### src/hdl/sps_pkg.sv
package sps_pkg;

  localparam int CAPACITY    = 1024;
  localparam int SLOT_W      = 10;
  localparam int CNT_W       = 11;
  localparam int PAYLOAD_W   = 32;
  localparam int DATA_W      = 32;
  localparam int FUNC_W      = 2;
  localparam int STATUS_W    = 2;
  localparam int IN_TDATA_W  = 48;
  localparam int OUT_TDATA_W = 64;

  typedef enum logic [FUNC_W-1:0] {
    FUNC_ALLOC = 2'd0,
    FUNC_MARK  = 2'd1,
    FUNC_SWEEP = 2'd2,
    FUNC_READ  = 2'd3
  } func_t;

  localparam logic [STATUS_W-1:0] STAT_OK   = 2'd0;
  localparam logic [STATUS_W-1:0] STAT_FULL = 2'd1;
  localparam logic [STATUS_W-1:0] STAT_BAD  = 2'd2;

  typedef struct packed {
    logic load;
    logic sweep_start;
    logic commit;
    logic sweep_run;
    logic finish;
  } cmd_t;

  typedef struct packed {
    logic sweep_done;
    logic out_free;
  } stat_t;

endpackage

### src/hdl/sps_ctrl.sv
module sps_ctrl (
  input  logic                clk,
  input  logic                rst,
  input  logic                in_valid,
  input  sps_pkg::func_t      in_func,
  output logic                in_ready,
  output sps_pkg::cmd_t       cmd,
  input  sps_pkg::stat_t      stat
);

  typedef enum logic [1:0] {
    S_IDLE,
    S_COMMIT,
    S_SWEEP,
    S_SWEEP_END
  } state_t;

  state_t state;

  always_comb begin
    in_ready        = (state == S_IDLE);
    cmd.load        = in_ready && in_valid;
    cmd.sweep_start = cmd.load && (in_func == sps_pkg::FUNC_SWEEP);
    cmd.commit      = (state == S_COMMIT) && stat.out_free;
    cmd.sweep_run   = (state == S_SWEEP);
    cmd.finish      = (state == S_SWEEP_END) && stat.out_free;
  end

  always_ff @(posedge clk) begin
    if (rst) begin
      state <= S_IDLE;
    end else begin
      unique case (state)
        S_IDLE: begin
          if (cmd.load) begin
            state <= (in_func == sps_pkg::FUNC_SWEEP) ? S_SWEEP : S_COMMIT;
          end
        end
        S_COMMIT: begin
          if (stat.out_free) state <= S_IDLE;
        end
        S_SWEEP: begin
          if (stat.sweep_done) state <= S_SWEEP_END;
        end
        S_SWEEP_END: begin
          if (stat.out_free) state <= S_IDLE;
        end
      endcase
    end
  end

endmodule

### config.mk
export PLATFORM = sky130hd
export DESIGN_NAME = sps_ctrl
export DESIGN_NICKNAME = d
export VERILOG_FILES = /design/src/hdl/sps_pkg.sv /design/src/hdl/sps_ctrl.sv
export SDC_FILE = /design/constraint.sdc
export NUM_CORES = 1
export LEC_CHECK = 0
export BUFFER_PORTS_ARGS = -buffer_cell sky130_fd_sc_hd__clkbuf_2
export CAP_MARGIN = 20
export CORE_AREA = 2 2 39 41
export DETAILED_ROUTE_END_ITERATION = 12
export DIE_AREA = 0 0 41 43
export GPL_ROUTABILITY_DRIVEN = 0
export GPL_TIMING_DRIVEN = 0
export PLACE_DENSITY_LB_ADDON = 0.25
export SYNTH_ARGS = -nofsm -noshare
export SYNTH_HDL_FRONTEND = slang
export SYNTH_SLANG_ARGS = --single-unit
### constraint.sdc
create_clock -name clk -period 2.2 [get_ports clk]
set_input_delay 0.44 -clock clk [delete_from_list [all_inputs] [get_ports clk]]
set_output_delay 0.44 -clock clk [all_outputs]
set_load 0.005 [all_outputs]
Word-level counts from Yosys, hierarchy flattened
Cells that the tools add are included.

Register bits after elaboration: 2. Latch bits: 0. Bits in writable memories: 0. Bits in read-only memories: 0. Bits of input ports: 7. Memories kept: 0.

$add $sub $neg: 0. Multiply operators: 0. Div/mod/pow operators: 0. Order comparisons: 0. Equal/unequal tests: 7. Shift-type cells: 0. Muxes and demuxes: 5. Bitwise gates (word level): 0. Reductions and logical operators: 7.

Operators by type and width (number): $mux W2 (4); $eq A2 B2 Y1 const B (3); $ne A2 B1 Y1 const B (3); $pmux W2 S3 (1); $logic_and A1 B1 Y1 (4); $reduce_and A3 Y1 (1); $eq A2 B1 Y1 const B (1); $logic_not A2 Y1 (1); $reduce_or A2 Y1 (1).

Depth between registers and ports, before layout
Depth after elaboration: 4. Depth in mapped cells: 3. Depth with buffers taken out: 3.

Worst setup path after synthesis
Ideal clock, no wire load.

Path kind: input to output. Start: input port in_func[1]. End: output port cmd[3] (netlist bit). Arrival time: 748 ps. Required time: 1760 ps. Path slack: 1012 ps. Stages on the path: 2. Path through: nor2b_4 and3_2.

RTL lines: start: declaration (line sps_ctrl.sv:5) `input sps_pkg::func_t in_func,`; end: declaration (line sps_ctrl.sv:7) `output sps_pkg::cmd_t cmd,`.

==> metrics <==
met2 WL=171 µm; DRC Markers=0; critical path peak fanout=7; Critical Path Source Type=register; initial cell density of the core=10.0%; number of diodes=0; Cell Pwr Density=about 640 mW/mm²; top cells by count, synth=2 x a21oi_1, 2 x dfxtp_1, 2 x nor2_1; Root Buffer=clkbuf_4; Syn Area/Cell=8.68 µm²; Routed Antenna Nets=0; Post-DP HPWL=287 µm; Final Non-Filler Cells=47; worst-case clock buffer depth=2; worst-margin pin slew=0.232 ns; WL/cell=7.98 µm; Post-synth ARST share=0%; worst path bufs/invs=1; Largest regs=state (2); first-pass GRT wire length=600 µm; RSZ-0062 raised after global routing=false; Post-synth EDFFs=0; fin crit share=about two thirds; row count=14; WL final=about 380 µm; I/O pins=13; fill count=161; Setup crit end kind=output pin; status=finished, final reports clean; worst hold path type=primary input to register; peak supply drop=92.0 µV; CTS tree=done; initial drt markers=0; nets=40; clk slew on worst S/H paths=0.03 ns; via count=between 150 and 200; H-tree levels=1; clk_skew=0.00240 ns; Main synth FF type=dfxtp_1; Placement Setup Slack=0.826 ns; family with the most delay on the worst path=flip-flops; share of cells above drive strength 1=roughly three fifths; PostCTS Resize Cnt=0; largest net degree at the start of global routing=9; Final Hold Vio Count=0; height of the chip=43 µm; Yosys cell types=13; WL met1=156 µm; Synth Register Bits=2; Rel. slew slack=84.5%; Max Slew Vio Count=0; Area contributors post-synth=dfxtp_1 29%, a221oi_2 11%, nor2b_4 9.9%; final instance area=241 µm²; DR WL met3=30 µm; Overflow after GRT=0; initial antenna violation count=0; Die Wd=41 µm; Final Setup Violations=0; Die Area=approximately 0.0018 mm²; final setup TNS=0 ns; vias in the first global route=154; area post-placement=219 µm²; Max-cap violations=0; Worst Setup Path Type=register to output pin; min setup slack post-route=~0.70 ns; Post CTS Setup Buffer Count=0; synthesis-to-layout area growth=73.9%; max reg flops=2; highest routed metal layer=met4; Tot GR Track Use=5.91%; leakage=between 0.0001 and 0.00015 µW; later-pin clock latency in the skew report=0.23 ns; crit path DAT=1.06 ns; YS warnings=0; CTS Hold Bufs=0; core area=0.00138 mm²; fmax=665 MHz; syn_nets=23; share of the synthesized area in the top cell type=between 20 and 30%; crit-path cells=nor2_1 -> and3_2 -> clkbuf_2; number of port buffers=12; min Tclk post-route=between 1.5 and 2 ns; sequential element share of the synthesized area=28.8%; Syn Std Cell Area=139 µm²; post-DR vias/cell=3.62; CTS buffer count=3; total power=156 µW; Top reg by flops=state; critical path's largest stage delay=0.43 ns; Worst Path Required=1.76 ns; leading area contributor after synthesis=dfxtp_1; DR pass1 iterations=1; placed cells=44; Sink Count=2; cells after synthesis=16; CP max-delay cell=dfxtp_1
## per-stage QoR
stage	util, %	hold WS, ns
after floorplan	-	0.506
after global placement	15.8	0.573
after detailed placement	15.8	0.562
after CTS	17.5	0.394
after global routing	17.5	0.410
final	17.5	0.398
## cells in the final DEF, fill, tap and decap left out, drive strengths merged
cell type and count:
clkbuf 15, nor2 2, a21oi 2, dfxtp 2, nor2b 2, and3 2, and2 1, nand2 1
nand2b 1, a211oi 1, or3b 1, a221oi 1
## metal layers
layer | vias up | global-route usage [%]
met5 | - | 0
met4 | 0 | 8.00
met3 | 2 | 3.14
met2 | 8 | 6.56
met1 | 70 | 6.37
li1 | 90 | -
## power breakdown
group          internal [µW]  switching (µW)  total [µW]
Combinational           16.6            12.3        28.9
Sequential              39.3            4.85        44.2
Clock                   60.3            22.2        82.5
## cell families (layout without fill, tap and decap cells)
family                 Yosys count  in the layout  share of synthesized area [%]
AO/OA/AOI/OAI                    4              4                           23.4
buffers and inverters            0             15                              0
flip-flops                       2              2                           28.8
AND/OR/NAND/NOR                 10             10                           47.8
## final cells by class
class / instances / area, µm² / area share [%]
multi-input combinational: 14 / 98.8 / 40.9
timing repair buffer: 12 / 60.1 / 24.9
sequential: 2 / 40.0 / 16.6
clock buffer: 3 / 22.5 / 9.33
tap: 16 / 20.0 / 8.29
## path summary, 6_finish.rpt
check	start	end	slack (ns)	cells past startpoint
hold reg to reg	state[1]	state[1]	0.57	2
setup reg to reg	state[1]	state[0]	1.15	2
hold / removal	rst	state[0]	0.40	2
setup / recovery	state[0]	cmd[3]	0.70	3
Note: power is estimated with default switching activity, not from simulation.
